[config.mk]
export PLATFORM = sky130hd
export DESIGN_NAME = kmp_stream_matcher_flat
export DESIGN_NICKNAME = d
export VERILOG_FILES = /design/src/ksm_pkg.sv /design/src/ksm_if.sv /design/src/ksm_ram.sv /design/src/ksm_walk.sv /design/src/kmp_stream_matcher.sv /design/src/flat_wrapper.sv
export SDC_FILE = /design/constraint.sdc
export NUM_CORES = 1
export LEC_CHECK = 0
export BUFFER_PORTS_ARGS = -buffer_cell sky130_fd_sc_hd__buf_2
export CORE_ASPECT_RATIO = 1.4
export CORE_MARGIN = 1.5
export CORE_UTILIZATION = 50
export CTS_BUF_LIST = sky130_fd_sc_hd__clkbuf_4
export CTS_CLUSTER_DIAMETER = 200
export DETAILED_ROUTE_END_ITERATION = 7
export PLACE_DENSITY = 0.72
export SLEW_MARGIN = 20
export SYNTH_ARGS = -nofsm -noshare
export SYNTH_HDL_FRONTEND = slang
export SYNTH_SLANG_ARGS = --single-unit
[constraint.sdc]
create_clock -name clk -period 3.8 [get_ports clk]
set_input_delay 0.76 -clock clk [delete_from_list [all_inputs] [get_ports clk]]
set_output_delay 0.76 -clock clk [all_outputs]
set_load 0.03 [all_outputs]
[src/ksm_pkg.sv]
// Shared constants, codes and types of the KMP stream matcher.
`timescale 1ns / 1ps
`default_nettype none
package ksm_pkg;

	localparam int MAX_PATTERN_DEF   = 32;
	localparam int POSITION_BITS_DEF = 32;

	localparam int PIDX_W  = 5;
	localparam int BYTE_W  = 8;
	localparam int LEN_W   = 6;
	localparam int START_W = 32;

	localparam logic OP_LOAD = 1'b0;
	localparam logic OP_TEXT = 1'b1;

	typedef struct packed {
		logic idle;
		logic done;
		logic found;
		logic text;
		logic pos_clr;
	} ksm_walk_rsp_t;

endpackage
`default_nettype wire

[src/ksm_if.sv]
// Channel interfaces of the KMP stream matcher: item, result and configuration.
`timescale 1ns / 1ps
`default_nettype none
interface ksm_item_if;
	import ksm_pkg::*;
	logic              valid;
	logic              ready;
	logic              op;
	logic [PIDX_W-1:0] pattern_index;
	logic [BYTE_W-1:0] data_byte;
	modport source (output valid, op, pattern_index, data_byte, input ready);
	modport sink (input valid, op, pattern_index, data_byte, output ready);
endinterface

interface ksm_result_if;
	import ksm_pkg::*;
	logic               valid;
	logic               ready;
	logic               matched;
	logic [START_W-1:0] match_start;
	modport source (output valid, matched, match_start, input ready);
	modport sink (input valid, matched, match_start, output ready);
endinterface

interface ksm_cfg_if;
	import ksm_pkg::*;
	logic             valid;
	logic             ready;
	logic [LEN_W-1:0] data;
	modport source (output valid, data, input ready);
	modport sink (input valid, data, output ready);
endinterface
`default_nettype wire

[src/ksm_ram.sv]
// Generic single-write, single-read RAM with registered read data.
`timescale 1ns / 1ps
`default_nettype none
module ksm_ram #(
	parameter int WIDTH = ksm_pkg::BYTE_W,
	parameter int DEPTH = ksm_pkg::MAX_PATTERN_DEF
) (
	input  wire logic                     clk,
	input  wire logic                     we,
	input  wire logic [$clog2(DEPTH)-1:0] waddr,
	input  wire logic [WIDTH-1:0]         wdata,
	input  wire logic [$clog2(DEPTH)-1:0] raddr,
	output logic      [WIDTH-1:0]         rdata
);
	logic [WIDTH-1:0] mem_q [DEPTH];
	logic [WIDTH-1:0] rdata_q;

	always_ff @(posedge clk) begin
		if (we) begin
			mem_q[waddr] <= wdata;
		end
		rdata_q <= mem_q[raddr];
	end

	assign rdata = rdata_q;
endmodule
`default_nettype wire

[src/ksm_walk.sv]
// Failure-link walk sequencer with pattern and failure stores and one shared compare unit.
`timescale 1ns / 1ps
`default_nettype none
module ksm_walk #(
	parameter int MAX_PATTERN = ksm_pkg::MAX_PATTERN_DEF
) (
	input  wire logic                                clk,
	input  wire logic                                arst_n,
	input  wire logic                                start,
	input  wire logic                                op,
	input  wire logic [ksm_pkg::PIDX_W-1:0]          pattern_index,
	input  wire logic [ksm_pkg::BYTE_W-1:0]          data_byte,
	input  wire logic [$clog2(MAX_PATTERN+1)-1:0]    m,
	input  wire logic                                ack,
	output ksm_pkg::ksm_walk_rsp_t                   rsp
);
	import ksm_pkg::*;

	localparam int ADDR_W = $clog2(MAX_PATTERN);
	localparam int JW     = $clog2(MAX_PATTERN + 1);
	localparam int IW     = (JW > PIDX_W) ? JW : PIDX_W;

	localparam logic [2:0] S_IDLE = 3'd0;
	localparam logic [2:0] S_RD   = 3'd1;
	localparam logic [2:0] S_CMP  = 3'd2;
	localparam logic [2:0] S_LRD  = 3'd3;
	localparam logic [2:0] S_LNK  = 3'd4;
	localparam logic [2:0] S_DONE = 3'd5;

	logic [2:0]        state_q;
	logic [JW-1:0]     j_q;
	logic [JW-1:0]     bpl_q;
	logic [JW-1:0]     mlen_q;
	logic [ADDR_W-1:0] idx_q;
	logic [BYTE_W-1:0] byte_q;
	logic              op_q;
	logic              found_q;
	logic              pos_clr_q;

	logic              idx_ok;
	logic [ADDR_W-1:0] idx_a;
	logic [JW-1:0]     k_init;
	logic [JW-1:0]     j_init;
	logic [JW-1:0]     jm1;
	logic [JW-1:0]     jn;
	logic [JW-1:0]     lnk;
	logic              eq;
	logic              follow;

	logic              p_we;
	logic [BYTE_W-1:0] p_rdata;
	logic              f_we;
	logic [ADDR_W-1:0] f_waddr;
	logic [JW-1:0]     f_wdata;
	logic [JW-1:0]     f_rdata;

	assign idx_ok = IW'(pattern_index) < IW'(MAX_PATTERN);
	assign idx_a  = ADDR_W'(pattern_index);
	assign k_init = (bpl_q >= JW'(idx_a)) ? '0 : bpl_q;
	assign j_init = (mlen_q >= m) ? '0 : mlen_q;
	assign jm1    = j_q - JW'(1);

	// shared compare and link unit
	assign eq     = (p_rdata == byte_q);
	assign follow = (j_q != '0) && !eq;
	assign jn     = j_q + JW'(eq);
	assign lnk    = (f_rdata < j_q) ? f_rdata : '0;

	assign p_we = start && (state_q == S_IDLE) && (op == OP_LOAD) && idx_ok;

	always_comb begin
		f_we    = 1'b0;
		f_waddr = idx_q;
		f_wdata = jn;
		if (state_q == S_IDLE) begin
			f_we    = p_we && (idx_a == '0);
			f_waddr = '0;
			f_wdata = '0;
		end else if (state_q == S_CMP) begin
			f_we = (op_q == OP_LOAD) && !follow;
		end
	end

	ksm_ram #(.WIDTH(BYTE_W), .DEPTH(MAX_PATTERN)) u_pattern_ram (
		.clk   (clk),
		.we    (p_we),
		.waddr (idx_a),
		.wdata (data_byte),
		.raddr (j_q[ADDR_W-1:0]),
		.rdata (p_rdata)
	);

	ksm_ram #(.WIDTH(JW), .DEPTH(MAX_PATTERN)) u_failure_ram (
		.clk   (clk),
		.we    (f_we),
		.waddr (f_waddr),
		.wdata (f_wdata),
		.raddr (jm1[ADDR_W-1:0]),
		.rdata (f_rdata)
	);

	always_ff @(posedge clk or negedge arst_n) begin
		if (!arst_n) begin
			state_q   <= S_IDLE;
			j_q       <= '0;
			bpl_q     <= '0;
			mlen_q    <= '0;
			idx_q     <= '0;
			byte_q    <= '0;
			op_q      <= OP_LOAD;
			found_q   <= 1'b0;
			pos_clr_q <= 1'b0;
		end else begin
			unique case (state_q)
				S_IDLE: begin
					if (start) begin
						op_q      <= op;
						byte_q    <= data_byte;
						idx_q     <= idx_a;
						found_q   <= 1'b0;
						pos_clr_q <= (op == OP_LOAD) && idx_ok;
						if (op == OP_TEXT) begin
							j_q     <= j_init;
							state_q <= S_RD;
						end else if (!idx_ok) begin
							state_q <= S_DONE;
						end else begin
							mlen_q <= '0;
							if (idx_a == '0) begin
								bpl_q   <= '0;
								state_q <= S_DONE;
							end else begin
								j_q     <= k_init;
								state_q <= S_RD;
							end
						end
					end
				end
				S_RD: begin
					state_q <= S_CMP;
				end
				S_CMP: begin
					if (follow) begin
						j_q     <= lnk;
						state_q <= S_RD;
					end else begin
						j_q <= jn;
						if (op_q == OP_LOAD) begin
							bpl_q   <= jn;
							state_q <= S_DONE;
						end else if (jn == m) begin
							found_q <= 1'b1;
							state_q <= S_LRD;
						end else begin
							state_q <= S_DONE;
						end
					end
				end
				S_LRD: begin
					state_q <= S_LNK;
				end
				S_LNK: begin
					j_q     <= lnk;
					state_q <= S_DONE;
				end
				S_DONE: begin
					if (ack) begin
						if (op_q == OP_TEXT) begin
							mlen_q <= j_q;
						end
						state_q <= S_IDLE;
					end
				end
				default: begin
					state_q <= S_IDLE;
				end
			endcase
		end
	end

	always_comb begin
		rsp.idle    = (state_q == S_IDLE);
		rsp.done    = (state_q == S_DONE);
		rsp.found   = found_q;
		rsp.text    = (op_q == OP_TEXT);
		rsp.pos_clr = pos_clr_q;
	end
endmodule
`default_nettype wire

[src/kmp_stream_matcher.sv]
// KMP stream matcher top level: channels, length register, text position and result register.
//
// Usage: items arrive on the item channel. An item with op = 0 loads one pattern
// byte at pattern_index (load indexes 0, 1, 2, ... in order); it rebuilds that
// entry's failure value, and clears the match length and the text position.
// An item with op = 1 is a text byte. When a text byte completes a pattern
// occurrence, one transfer leaves on the result channel with the text position
// of the first matched byte; overlapping occurrences are all reported.
// The cfg channel writes pattern_length (0 counts as 1, values above
// MAX_PATTERN count as MAX_PATTERN); write it only while the block is idle.
// Timing: one item is processed at a time; item ready is low while busy.
// An item steps through a read and a compare state (a load at index zero
// skips both), repeats them for each failure link followed, and adds a link
// read and a link state when a match completes. The walk reads the pattern
// and failure stores via the shared compare unit; a match result is registered.
// Reset clears the length register to 1, the match state and the position;
// pattern contents are undefined until loaded. A stalled result channel holds
// its transfer; the next item is still taken, and only a second match waits.
`timescale 1ns / 1ps
`default_nettype none
module kmp_stream_matcher #(
	parameter int MAX_PATTERN   = ksm_pkg::MAX_PATTERN_DEF,
	parameter int POSITION_BITS = ksm_pkg::POSITION_BITS_DEF
) (
	input wire logic      clk,
	input wire logic      arst_n,
	ksm_item_if.sink      item,
	ksm_result_if.source  result,
	ksm_cfg_if.sink       cfg
);
	import ksm_pkg::*;

	localparam int JW    = $clog2(MAX_PATTERN + 1);
	localparam int CW    = (JW > LEN_W) ? JW : LEN_W;
	localparam int EXT_W = (POSITION_BITS > START_W) ? POSITION_BITS : START_W;

	logic [LEN_W-1:0]         len_q;
	logic [POSITION_BITS-1:0] pos_q;
	logic                     out_valid_q;
	logic [START_W-1:0]       start_q;

	logic [CW-1:0]            len_c;
	logic [JW-1:0]            m;
	logic                     start;
	logic                     ack;
	logic                     slot_free;
	logic [POSITION_BITS-1:0] start_pos;
	logic [EXT_W-1:0]         start_ext;
	ksm_walk_rsp_t            rsp;

	assign len_c = CW'(len_q);

	always_comb begin
		if (len_c == '0) begin
			m = JW'(1);
		end else if (len_c > CW'(MAX_PATTERN)) begin
			m = JW'(MAX_PATTERN);
		end else begin
			m = JW'(len_c);
		end
	end

	assign item.ready = rsp.idle;
	assign start      = item.valid && rsp.idle;
	assign slot_free  = !out_valid_q || result.ready;
	assign ack        = rsp.done && (!rsp.found || slot_free);
	assign start_pos  = pos_q - POSITION_BITS'(m) + POSITION_BITS'(1);
	assign start_ext  = EXT_W'(start_pos);

	ksm_walk #(.MAX_PATTERN(MAX_PATTERN)) u_walk (
		.clk           (clk),
		.arst_n        (arst_n),
		.start         (start),
		.op            (item.op),
		.pattern_index (item.pattern_index),
		.data_byte     (item.data_byte),
		.m             (m),
		.ack           (ack),
		.rsp           (rsp)
	);

	assign cfg.ready = 1'b1;

	always_ff @(posedge clk or negedge arst_n) begin
		if (!arst_n) begin
			len_q       <= LEN_W'(1);
			pos_q       <= '0;
			out_valid_q <= 1'b0;
		end else begin
			if (cfg.valid) begin
				len_q <= cfg.data;
			end
			if (ack) begin
				if (rsp.text) begin
					pos_q <= pos_q + POSITION_BITS'(1);
				end else if (rsp.pos_clr) begin
					pos_q <= '0;
				end
			end
			if (ack && rsp.found) begin
				out_valid_q <= 1'b1;
			end else if (result.ready) begin
				out_valid_q <= 1'b0;
			end
		end
	end

	always_ff @(posedge clk) begin
		if (ack && rsp.found) begin
			start_q <= start_ext[START_W-1:0];
		end
	end

	assign result.valid       = out_valid_q;
	assign result.matched     = 1'b1;
	assign result.match_start = start_q;
endmodule
`default_nettype wire

[src/flat_wrapper.sv]
// flat-port wrapper written by rule: the top's interface ports become plain ports
module kmp_stream_matcher_flat import ksm_pkg::*;
#(
	parameter int MAX_PATTERN   = ksm_pkg::MAX_PATTERN_DEF,
	parameter int POSITION_BITS = ksm_pkg::POSITION_BITS_DEF
)
  (clk, arst_n, item_valid, item_op, item_pattern_index, item_data_byte, item_ready, result_valid, result_matched, result_match_start, result_ready, cfg_valid, cfg_data, cfg_ready);
  ksm_item_if item_i ();
  ksm_result_if result_i ();
  ksm_cfg_if cfg_i ();
  input wire logic clk;
  input wire logic arst_n;
  input wire logic [$bits(item_i.valid)-1:0] item_valid;
  input wire logic [$bits(item_i.op)-1:0] item_op;
  input wire logic [$bits(item_i.pattern_index)-1:0] item_pattern_index;
  input wire logic [$bits(item_i.data_byte)-1:0] item_data_byte;
  output wire logic [$bits(item_i.ready)-1:0] item_ready;
  output wire logic [$bits(result_i.valid)-1:0] result_valid;
  output wire logic [$bits(result_i.matched)-1:0] result_matched;
  output wire logic [$bits(result_i.match_start)-1:0] result_match_start;
  input wire logic [$bits(result_i.ready)-1:0] result_ready;
  input wire logic [$bits(cfg_i.valid)-1:0] cfg_valid;
  input wire logic [$bits(cfg_i.data)-1:0] cfg_data;
  output wire logic [$bits(cfg_i.ready)-1:0] cfg_ready;
  assign item_i.valid = item_valid;
  assign item_i.op = item_op;
  assign item_i.pattern_index = item_pattern_index;
  assign item_i.data_byte = item_data_byte;
  assign item_ready = item_i.ready;
  assign result_valid = result_i.valid;
  assign result_matched = result_i.matched;
  assign result_match_start = result_i.match_start;
  assign result_i.ready = result_ready;
  assign cfg_i.valid = cfg_valid;
  assign cfg_i.data = cfg_data;
  assign cfg_ready = cfg_i.ready;
  kmp_stream_matcher #(.MAX_PATTERN(MAX_PATTERN), .POSITION_BITS(POSITION_BITS)) u_core (.clk(clk), .arst_n(arst_n), .item(item_i), .result(result_i), .cfg(cfg_i));
endmodule
==> results of run 1 <==
## worst max-delay path: stages, from the launching register on
cell and delay (ns):
dfrtp_1 0.40, inv_2 0.13, nand2_1 0.14, or2_2 0.32, ha_1 0.32, a211oi_1 0.36, nor4_1 0.14, o31ai_1 0.36
a21oi_1 0.18, a2111oi_1 0.61, o21ai_1 0.14, a21oi_1 0.20, xnor2_1 0.08
## final timing paths
check / start / to / slack (ns) / cells past startpoint
max: u_core.len_c[5] / u_core.result.match_start[28] / 0.16 / 12
min: cfg_data[3] / u_core.len_c[3] / 0.13 / 2
max reg2reg: u_core.len_c[5] / u_core.result.match_start[28] / 0.16 / 12
min reg2reg: u_core.u_walk.u_failure_ram.rdata[0] / u_core.u_walk.j_q[0] / 0.49 / 2
max in group asynchronous: arst_n / u_core.u_walk.j_q[1] / 2.73 / 2
min in group asynchronous: arst_n / u_core.u_walk.j_q[0] / 0.51 / 2
## through the flow
step / instances / hold slack [ns] / total power (uW) / setup slack, ns / util, %
floorplan: 1513 / 0.419 / 13100 / 0.435 / -
global placement: 2234 / 0.473 / 15000 / 0.172 / 53.8
detailed placement: 2234 / 0.488 / 15100 / 0.133 / 53.8
CTS: 2478 / 0.0451 / 20200 / 0.104 / 57.5
global route: 2481 / 0.0932 / 21100 / 0.0141 / 57.5
finish: 2482 / 0.132 / 20000 / 0.164 / 57.5
## cell usage after synthesis (4+ instances only)
| cell | instances | area (um2) |
|---|---|---|
| inv_2 | 5 | 18.8 |
| a211oi_1 | 7 | 52.6 |
| a21o_1 | 26 | 195 |
| and3_1 | 9 | 56.3 |
| mux2_2 | 11 | 124 |
| ha_1 | 80 | 1000 |
| dfxtp_1 | 14 | 280 |
| o21ai_1 | 21 | 105 |
| nor2b_1 | 10 | 62.6 |
| xnor2_1 | 58 | 508 |
| buf_1 | 7 | 26.3 |
| o211ai_1 | 7 | 52.6 |
| inv_1 | 57 | 214 |
| clkbuf_1 | 27 | 101 |
| nand4_1 | 15 | 93.8 |
| or3_1 | 6 | 37.5 |
| mux2_1 | 14 | 158 |
| mux4_2 | 140 | 3150 |
| xor2_1 | 11 | 96.3 |
| o31ai_1 | 7 | 52.6 |
| mux2i_1 | 4 | 40.0 |
| and2_1 | 5 | 31.3 |
| nand3_1 | 32 | 160 |
| nor3_1 | 9 | 45.0 |
| o21bai_1 | 6 | 45.0 |
| buf_2 | 18 | 90.1 |
| a21oi_1 | 39 | 195 |
| nand2_1 | 82 | 308 |
| nor2_1 | 133 | 499 |
| a22o_1 | 4 | 35.0 |
| nand3b_1 | 5 | 37.5 |
| o21ai_0 | 16 | 80.1 |
| edfxtp_1 | 480 | 14400 |
| dfrtp_1 | 75 | 1880 |
| o21a_1 | 6 | 45.0 |
| nand2b_1 | 11 | 68.8 |
## registers in the layout, indices dropped and copies added, names as in the netlist, 3 cells and up
| register | flops |
|---|---|
| u_core.u_walk.u_failure_ram.mem_q | 192 |
| u_core.u_walk.byte_q | 8 |
| u_core.pos_q | 32 |
| u_core.u_walk.u_pattern_ram.mem_q | 256 |
| u_core.u_walk.u_pattern_ram.rdata | 8 |
| u_core.u_walk.idx_q | 5 |
| u_core.result.match_start | 32 |
| u_core.u_walk.u_failure_ram.rdata | 6 |
| u_core.len_c | 6 |
| u_core.u_walk.state_q | 3 |
| u_core.u_walk.mlen_q | 6 |
| u_core.u_walk.j_q | 6 |
| u_core.u_walk.bpl_q | 6 |
## metal layers
metal / vias up / part of all wire [%] / track usage (%)
li1: 6423 / - / -
met1: 7037 / 38 / 24.3
met2: 388 / 55 / 37.8
met3: 113 / 4.4 / 3.84
met4: 0 / 3.0 / 10.0
met5: - / 0 / 0
## final cells by class
type / instances / share of cell area, %
flip-flops and latches: 570 / 58.8
diodes: 3 / 0.0266
repair buffers: 139 / 3.34
inverters: 64 / 0.855
well taps: 637 / 2.82
clock inverters: 36 / 0.859
clock buffers: 208 / 5.53
multi-input cells: 825 / 27.8
## what timing repair did
| action | 4_1_cts | 5_1_grt |
|---|---|---|
| setup buffers | 0 | 0 |
| hold endpoints to repair | 0 | 60 |
| endpoints found under the setup margin | 0 | 2 |
| hold buffers | 0 | 1 |
| resized for setup | 0 | 1 |
## logic make-up (layout without fill, tap and decap cells)
logic type	Yosys count	in the layout	share of synthesized area, %
compound gates	167	167	4.60
xor+xnor	69	69	2.43
fa+ha+maj	81	81	4.10
buf+inv	118	447	1.91
flops	570	570	66.7
mux	169	169	14.0
other cells	1	5	0.0151
simple gates	337	337	6.30
## power by group
group / internal (uW) / total, uW / leakage [uW] / switching (uW)
clock network: 2710 / 5040 / 0.00107 / 2330
registers: 7530 / 7890 / 0.00544 / 366
logic: 3300 / 7060 / 0.00379 / 3770
## cell usage in the layout (no fill, tap or decap), drive strengths merged, types with 26 or more instances in the layout
cell type  netlist  routed
buf             27     138
a21oi           39      39
nand3           32      32
edfxtp         480     480
o21ai           37      37
clkinv           2      29
nand2           82      82
mux4           140     140
ha              80      80
a21o            26      26
xnor2           58      58
inv             62      64
nor2           135     135
clkbuf          27     208
dfrtp           75      75
==> flow_results.org, run 1 <==
** Placement
- The congestion estimate from routability-driven global placement came to 0.832.
- Detailed-placement wirelength estimate :: 33,900 um
- In this run the cell area measured after placement is 0.0264 mm2.
- Input/output buffers :: 58

** Clock network
- CTS root buf :: clkbuf_4
- Maximum clock insertion buffer count :: 3
- Clk pin slew, worst setup/hold paths :: 0.07 ns
- CTS sink count :: 570
- The clock tree synthesis step divided the H-tree into 4 levels.
- Clock tree from TritonCTS :: yes
- The later pin in the worst-skew pair is clocked with a latency of 0.87 ns.
- Buffers inserted during clock tree synthesis total 138.

** Synthesis
- After synthesis the cells add up to 0.0249 mm2.
- Of all flip-flops after synthesis, the portion carrying an async set or reset was 13.3%.
- Number of cells produced by synthesis :: 1,512
- Average cell area after synthesis :: 16.5 um2
- In the synthesized netlist the dominant register cell turns out to be edfxtp_1.
- The share of the Yosys chip area taken by registers is 66.7%.
- Synthesis inferred 570 register bits.
- The number of different library cells used by synthesis comes to 74.
- Count of synthesis-stage warnings from yosys :: 0
- Number of flops mapped to enable cells by yosys :: 480

** Run status
- Run status :: finished, final reports clean

** Detailed routing
- Drc violations :: 0
- The final layout contains routed wiring with a total length of 51,200 um.
- Vias per cell :: 5.62
- The first TritonRoute pass finished after 5 iterations.
- The final route contains 14.0k vias.
- Final antenna-violating net count :: 0
- Average wire length per cell after detail routing :: 20.6 um
- Count of routing violations after the opening detailed-route iteration :: 944

** Setup path
- Setup crit end kind :: flop
- Of all nets on the critical path, the largest fanout is 8.
- For the worst setup path, the data arrival time is 4.24 ns.
- Type of the worst setup path :: flop to flop
- STA classifies the critical path startpoint as a flop.
- For the worst setup path, the data required time is 4.40 ns.

** Global routing
- Via count of the first global-routing pass :: 14.9k
- For this run the aggregate overflow at the end of global routing stands at 0.
- Initial antenna violation count :: 1
- Entering global routing, the biggest net connects 117 pins.
- The first global-routing pass estimated 81,000 um of wire.
- In the global route stage, overall resource usage came out at 21.1%.

** Hold path
- In this run the worst hold path is classified as primary input to flop.

** Layout
- The multi-input combinational cells in the finished layout cover a total of 0.00785 mm2.
- Non-Filler Cell Area, Final :: 0.0282 mm2
- After the last flow step, the layout net total stands at 1,844.
- Share of final-layout standard cells stronger than drive strength 1 :: 29.8%
- Fill cells in the final layout number 3,734.
- Combined flip-flop and latch cell area :: 0.0166 mm2
- Area overhead of the layout relative to synthesis :: 13.5%

** STA
- Maximum achievable frequency :: 275 MHz
- Final min period :: 3.64 ns
- Number of hold violations in the final report :: 0
- Setup total negative slack on the finished layout was measured at 0 ns.
- Final cycle utilization of the critical path :: 95.7%
- Setup Skew :: 0.0609 ns
- Final setup fails :: 0
- Slew Limit Headroom :: 33.2%
- The count of pins over their slew limit is 0.
- Setup repair after global routing missed its margin :: false
- Slew of the pin with the lowest slew margin :: 1.00 ns

** Floorplanning
- In this run the core area contains 96 standard-cell rows.
- Height of the die :: 267 um
- Area of the die :: 0.0511 mm2
- Std-Cell Core Area :: 0.0491 mm2
- For this configuration, the core starts out at a cell density of 50.7%.
- The die is 192 um wide.
- Total I/O pin count :: 61

** Pwr
- For this design the static power due to leakage is 0.0103 uW.
- In this run the power density over the cells is 708 mW/mm2.
- Worst vdd ir :: 0.000596 V

** Job
- The tool flagged a number of max-cap violations equal to 0.
Note: power is estimated with default switching activity, not from simulation.
==> inputs of run 2 (changes only) <==
==> constraint.sdc (replaced) <==
create_clock -name clk -period 3.8 [get_ports clk]
set_input_delay 1.14 -clock clk [delete_from_list [all_inputs] [get_ports clk]]
set_output_delay 1.14 -clock clk [all_outputs]
set_load 0.03 [all_outputs]
==> run 2 against run 1 <==
  * Critical path depth grew 2
  * Wire length grew 0.81%
  * Clock power shrank 1%
  * Via count grew 0.30%
  * Flip-flop and latch count is the same
  * Sequential power is essentially flat
  * Register-to-register slack gained 0.06 ns
  * Setup slack gained 0.059 ns
  * Critical path type unchanged
  * Highest routed layer is now met5
==> flow_results.org, run 2 (synthesis results as in run 1) <==
** Setup path
- Data arrives at the worst endpoint at 4.27 ns.
- CP peak stage delay :: 0.45 ns
- The worst setup path is captured at a flop.
- STA classifies the critical path startpoint as a flop.
- By instance count, the cell type seen most on the critical path is ha_1.
- On the critical path, the stage with the largest delay is an instance of or4b_1.
- STA puts the critical path data required time at 4.50 ns.
- Along the worst path, the maximum fanout reaches 5.
- Sequence of cells on the critical path :: nor4_1 -> o21ai_1 -> ha_1 -> ha_1 -> inv_1 -> fa_1 -> nor2b_4 -> o31a_1 -> o211a_1 -> o211ai_2 -> a41oi_2 -> nor2_4 -> or4b_1 -> o211ai_1
- The critical path is of the flop to flop type.

** STA
- Maximum achievable frequency :: 280 MHz
- Setup repair after global routing left no endpoint under its margin.
- Slew of the pin with the lowest slew margin :: 1.03 ns
- Adding up every negative setup slack in the final design gives 0 ns.
- Slew Limit Headroom :: 31.0%
- Final min period :: 3.58 ns
- Total count of max-transition violations in the final report :: 0
- Setup violations remaining at the end of the flow were counted as 0.
- Final cycle utilization of the critical path :: 94.1%
- Across the routed clock network, the largest skew measured is 0.0509 ns.
- The final hold violation count came to 0.

** Hold path
- The tightest min-delay check is of the primary input to async pin type.

** Global routing
- The number of antenna violations at the first check in global routing is 3.
- Entering global routing, the biggest net connects 69 pins.
- Remaining global-route overflow :: 0
- Total routing resource utilization after global routing :: 21.5%
- The first global-routing pass estimated 82,200 um of wire.
- The number of global-route vias before repair is 15.0k.

** Floorplanning
- Once the floorplan was initialized, standard cells occupied 50.7% of the core.
- Measured along the x axis, the die boundary spans 192 um.
- The floorplan has 96 rows.
- In this run the standard cell core region covers 0.0491 mm2.
- Area of the die :: 0.0511 mm2
- 61 I/O pins were placed.
- The die is 267 um tall.

** Detailed routing
- Drc violations :: 0
- Detailed-router iteration count before antenna repair :: 5
- Average wire length per cell after detail routing :: 20.7 um
- The routed design has 51,700 um of wire.
- In this run, the number of DRC markers left after iteration 0 of detailed routing was 1,028.
- The final route contains 14.0k vias.
- Once detail routing completed, the nets flagged for antenna violations numbered 0.
- Vias per cell :: 5.61

** Layout
- Highest-count cells in the layout ignoring fill and taps :: edfxtp_1 (480), clkbuf_4 (195), mux4_2 (140)
- Top Registers :: u_core.u_walk.u_pattern_ram.mem_q x256, u_core.u_walk.u_failure_ram.mem_q x192
- More flip-flops sit in one register than any other, and that register is u_core.u_walk.u_pattern_ram.mem_q.
- Final Util :: 57.5%
- Flip-flop count of the largest register, all copies and words added :: 256
- Cells with a size suffix above 1 make up 29.4% of the layout.
- The area growth from synthesis to layout is 13.6%.
- At the end of the flow, the number of nets in the layout was 1,854.
- Leaving out fill and tap cells, the most frequent cell in the layout is edfxtp_1.
- Summing all non-filler instances in the final layout gives an area of 0.0283 mm2.
- After the flow finishes, the layout carries non-filler instances totaling 2,495.

** Clock network
- CTS root buf :: clkbuf_4
- Clock tree from TritonCTS :: yes
- The later pin in the worst-skew pair is clocked with a latency of 0.88 ns.
- Counting the buffers created by CTS gives 138.
- Clock tree synthesis found a total of 570 sinks.
- Hold Buf Count CTS :: 0
- Clk pin slew, worst setup/hold paths :: 0.06 ns
- Deepest level of the CTS H-tree :: 4
- Counting along the longest clock path gives a buffer depth of 3.

** Pwr
- Internal power :: 13,400 uW
- IR analysis of the VDD net gives a maximum drop of 0.000656 V.
- Total power divided by cell area :: 707 mW/mm2
- Per report_power, the combinational group accounts for 35.5% of the total.
- For this design the total switching power over the nets is 6570 uW.
- Of the total power, registers draw 39.5%.
- Net Sw Frac :: 32.9%
- Leakage power of the design :: 0.0103 uW
- Clock network power share :: 25.0%

** Placement
- The congestion estimate from routability-driven global placement came to 0.882.
- Summing all placed instances gives a cell area of 0.0265 mm2.
- Input/output buffers :: 58
- Detailed-placement wirelength estimate :: 34,500 um
- In this run, placement finished with an instance count of 2,245.

** Job
- Max-cap violations :: 0

** Run status
- The run finished with clean final reports.
-- run 2: cell types whose count changed in the layout (fill, tap and decap cells not counted), moves of 2 or more --
cell | previous run | this run
buf_12 | 3 | 1
buf_4 | 77 | 91
clkbuf_4 | 208 | 195
clkinv_1 | 20 | 37
clkinv_2 | 8 | 3
clkinv_4 | 1 | 3
inv_6 | 0 | 2
-- run 2: stage by stage --
stage / hold slack (ns) / power (uW) / setup slack (ns)
final: 0.144 / 20000 / 0.223
after global routing: 0.135 / 21100 / 0.0163
after CTS: 0.0866 / 20200 / 0.139
after detailed placement: 0.455 / 15100 / 0.169
after global placement: 0.455 / 15000 / 0.211
after floorplan: 0.419 / 13100 / 0.435
-- run 2: critical path: cells and delay by family (launching register included) --
family,cells,cell delay [ns]
DFF,1,0.39
buffers and inverters,1,0.09
and+or+nand+nor,4,0.95
AOI/OAI and AO/OA,6,1.28
adders and majority gates,3,0.69
-- run 2: power by group through the flow --
stage          Clock (uW)  Combinational (uW)  Sequential [uW]
2_1_floorplan           0                5260             7870
6_report             4990                7110             7890
5_1_grt              5470                7710             7930
3_3_place_gp            0                6990             8000
3_5_place_dp            0                7110             8020
4_1_cts              5160                7150             7880
-- run 2: what timing repair did --
item,4_1_cts,5_1_grt
gates resized for setup,0,2
endpoints found under the setup margin,0,1
setup buffers,0,0
-- run 2: per-layer routing --
| metal | vias to the layer above | part of all wire [%] | global-route usage, % |
|---|---|---|---|
| met5 | - | 0.014 | 0 |
| met4 | 2 | 3.8 | 11.0 |
| met3 | 131 | 5.1 | 4.39 |
| met2 | 406 | 55 | 38.8 |
| met1 | 7032 | 36 | 23.6 |
| li1 | 6432 | - | - |
-- run 2: area by class of cell --
cell class	count	area (um2)
multi-input combinational	825	7860
sequential	570	16600
antenna	3	7.51
clock buffer	195	1460
tap	637	797
clock inverter	52	313
inverter	64	241
timing repair buffer	149	988
fill	3759	20900
-- run 2: worst paths after layout --
kind                       slack [ns]                       endpoint                            startpoint  cells after the start
hold / removal                   0.14               u_core.pos_q[19]                                arst_n                      1
min in group clk                 0.46           u_core.u_walk.j_q[1]  u_core.u_walk.u_failure_ram.rdata[1]                      2
setup reg to reg                 0.22  u_core.result.match_start[29]                       u_core.len_c[1]                     14
setup / recovery                 0.22  u_core.result.match_start[29]                       u_core.len_c[1]                     14
max in group asynchronous        2.88                u_core.len_c[0]                                arst_n                      2
hold reg to reg                  0.46           u_core.u_walk.j_q[1]  u_core.u_walk.u_failure_ram.rdata[1]                      2
==> inputs of run 3 (changes only) <==
--- a/config.mk
+++ b/config.mk
@@ -12,7 +12,7 @@
 export CTS_BUF_LIST = sky130_fd_sc_hd__clkbuf_4
 export CTS_CLUSTER_DIAMETER = 200
 export DETAILED_ROUTE_END_ITERATION = 7
-export PLACE_DENSITY = 0.72
+export PLACE_DENSITY = 0.66
 export SLEW_MARGIN = 20
 export SYNTH_ARGS = -nofsm -noshare
 export SYNTH_HDL_FRONTEND = slang
==> run 3 against run 2 <==
  * Sequential share of layout area decreased by 0.16 points
  * Utilization increased by 0.16 points
  * Via count decreased by 0.79%
  * Total power increased by 0.69%
  * Critical endpoint unchanged
==> flow_results.org, run 3 (synthesis results as in run 1) <==
** Run status
- The flow ran to the end, and the final reports show no timing, DRC or antenna violations.

** Layout
- The library cells used most frequently in the layout, excluding fill and tap cells, are edfxtp_1 (480), clkbuf_4 (212), mux4_2 (140).
- Most frequent standard cell in the layout excluding fill and tap cells :: edfxtp_1
- Summing all multi-input logic gate instances after layout gives 0.00787 mm2.
- Share of final-layout standard cells stronger than drive strength 1 :: 30.1%
- Final Util :: 57.7%
- Flip-flop count of the largest register, all copies and words added :: 256
- For this run, the post-layout net count is 1,853.
- Summing all flip-flop and latch instances after layout gives 0.0166 mm2.
- The count of cells in the finished layout, fillers not included, comes to 2,489.
- The register with the most flip-flops in the final layout is u_core.u_walk.u_pattern_ram.mem_q.
- Top Registers :: u_core.u_walk.u_pattern_ram.mem_q x256, u_core.u_walk.u_failure_ram.mem_q x192
- After filler insertion, the fill cell instance count of the layout stands at 3,867.
- Area overhead of the layout relative to synthesis :: 13.9%

** STA
- Slew of the pin with the lowest slew margin :: 1.03 ns
- The tightest hold path in the finished design has a slack of 0.265 ns.
- Final setup fails :: 0
- Dividing the final minimum period by the clock period gives 93.2%.
- Number of hold violations in the final report :: 0
- The worst path needs 3.54 ns of the cycle, external delays included.
- Slew Limit Headroom :: 31.2%
- Setup Skew :: 0.0388 ns
- Post-route worst setup slack :: 0.258 ns
- Total count of max-transition violations in the final report :: 0
- Derived from the worst setup path, the maximum achievable clock frequency is 282 MHz.

** Pwr
- Worst vdd ir :: 0.000480 V
- Registers are responsible for 39.2% of the overall power.
- The clock network accounts for 25.5% of the total power.
- The analysis attributes to net switching a power of 6490 uW.
- Dividing total power by cell area gives a power density of 710 mW/mm2.
- Leakage power of the design :: 0.0104 uW
- The internal power of the cells totals 13,600 uW.
- Combinational share of power :: 35.2%
- Of the total power, the share spent switching nets is 32.3%.

** Floorplanning
- Placement Rows :: 96
- From left edge to right edge, the die measures 192 um.
- The floorplan step defined a die boundary enclosing 0.0511 mm2.
- Height of the die :: 267 um
- The initial utilization of the core area, before any placement, comes to 50.7%.
- After floorplanning, the core was sized to cover 0.0491 mm2.
- Total I/O pin count :: 61

** Global routing
- Wire length of the first global-routing pass :: 80,500 um
- For this run the aggregate overflow at the end of global routing stands at 0.
- Total routing resource utilization after global routing :: 21.1%
- The number of antenna violations at the first check in global routing is 3.
- Largest net degree at the start of global routing :: 117
- The number of global-route vias before repair came to 14.7k.

** Setup path
- CP startpoint kind :: flop
- In this run the worst setup path begins at u_core.len_c[1].
- Type of the worst setup path :: flop to flop
- The startpoint identified for the worst register-to-register timing path is u_core.len_c[1].
- On the worst path, the slowest cell contributes a delay of 0.44 ns.
- Data on the critical path is required at its endpoint by 4.50 ns.
- For this design, the slowest cell found on the critical path is or4b_1.
- Setup crit end kind :: flop
- Arrival time at the worst endpoint :: 4.25 ns
- The endpoint identified for the worst register-to-register timing path is u_core.result.match_start[29].
- Setup slack on the worst reg-to-reg path comes out at 0.26 ns.
- Measured in cells, the most critical reg-to-reg path has a length of 14.
- Worst path most repeated cell :: ha_1
- The signal on the critical path passes through nor4_2 -> o21ai_1 -> ha_1 -> ha_1 -> inv_1 -> fa_1 -> nor2b_4 -> o31a_1 -> o211a_1 -> o211ai_2 -> a41oi_2 -> nor2_4 -> or4b_1 -> o211ai_1.
- Peak fanout along the critical path :: 5

** Detailed routing
- Dividing the detail-routed via count by the number of cells gives 5.58.
- Count of routing violations after the opening detailed-route iteration :: 945
- Final antenna-violating net count :: 0
- Overall routed net length :: 51,700 um
- Summing over every cut layer, the via total after detailed routing is 13.9k.
- In the routed design, unresolved DRC markers number 0.
- After detailed routing, the average wire length per cell comes to 20.8 um.
- The pre-antenna-repair detailed-routing pass consisted of 5 iterations.

** Job
- Max-cap violations :: 0

** Placement
- Detailed-placement wirelength estimate :: 34,300 um
- The count of buffers added on input and output ports is 58.
- GP Congestion :: 0.836
- Number of cells after detailed placement :: 2,243
- DP Worst Slack :: 0.253 ns

** Clock network
- The tree built by TritonCTS fans out to 570 sinks.
- CTS Buf Count :: 138
- After clock tree synthesis, the clock-pin slew on the worst setup and hold paths is 0.08 ns.
- Post-CTS timing repair inserted 0 buffers for setup.
- Source-to-sink clock delay at the later pin of the worst-skew pair :: 0.85 ns
- TritonCTS built the clock tree.
- In this run, post-CTS hold repair placed 0 buffers.
- Gates resized, CTS repair :: 0
- Maximum clock insertion buffer count :: 3
- The tree is rooted in a clkbuf_4.
- CTS built an H-tree with a depth of 4.

** Hold path
- The worst hold path belongs to the class primary input to async pin.
run 3: routing by layer:
layer	up-vias	part of all wire [%]	global-route usage, %
met5	-	0.066	0
met4	4	3.4	10.6
met3	112	3.8	4.10
met2	337	55	38.0
met1	7021	38	23.7
li1	6418	-	-
run 3: cell type report:
cell class / count / area share [%]
Multi-Input combinational cell: 825 / 27.8
Sequential cell: 570 / 58.6
Tap cell: 637 / 2.81
Antenna cell: 1 / 0.00883
Timing Repair Buffer: 148 / 3.53
Clock buffer: 212 / 5.61
Clock inverter: 32 / 0.852
Inverter: 64 / 0.852
run 3: critical path: cells and delay by family (launching register included):
kind / cells / cell delay [ns]
buffers and inverters: 1 / 0.09
adders and majority gates: 3 / 0.71
and+or+nand+nor: 4 / 0.92
DFF: 1 / 0.40
AOI/OAI and AO/OA: 6 / 1.26
run 3: worst max-delay path by stage:
| stage | to | cells past startpoint |
|---|---|---|
| floorplan | u_core.u_walk.u_failure_ram.rdata[0] | 9 |
| global placement | u_core.result.match_start[29] | 14 |
| detailed placement | u_core.result.match_start[29] | 14 |
| CTS | u_core.result.match_start[29] | 14 |
| global route | u_core.result.match_start[29] | 14 |
| finish | u_core.result.match_start[29] | 14 |
run 3: power by group through the flow:
stage | sequential (uW) | combinational [uW] | clock (uW)
floorplan | 7870 | 5260 | 0
global placement | 8010 | 7030 | 0
detailed placement | 8020 | 7120 | 0
CTS | 7890 | 7140 | 5290
global route | 7940 | 7690 | 5600
finish | 7890 | 7090 | 5140
run 3: through the flow:
stage / power, uW / instance area (um2) / setup TNS (ns)
detailed placement: 15100 / 26500 / 0
global route: 21200 / 28300 / -0.0400
finish: 20100 / 28300 / 0
CTS: 20300 / 28300 / 0
floorplan: 13100 / 24900 / 0
global placement: 15000 / 26500 / 0
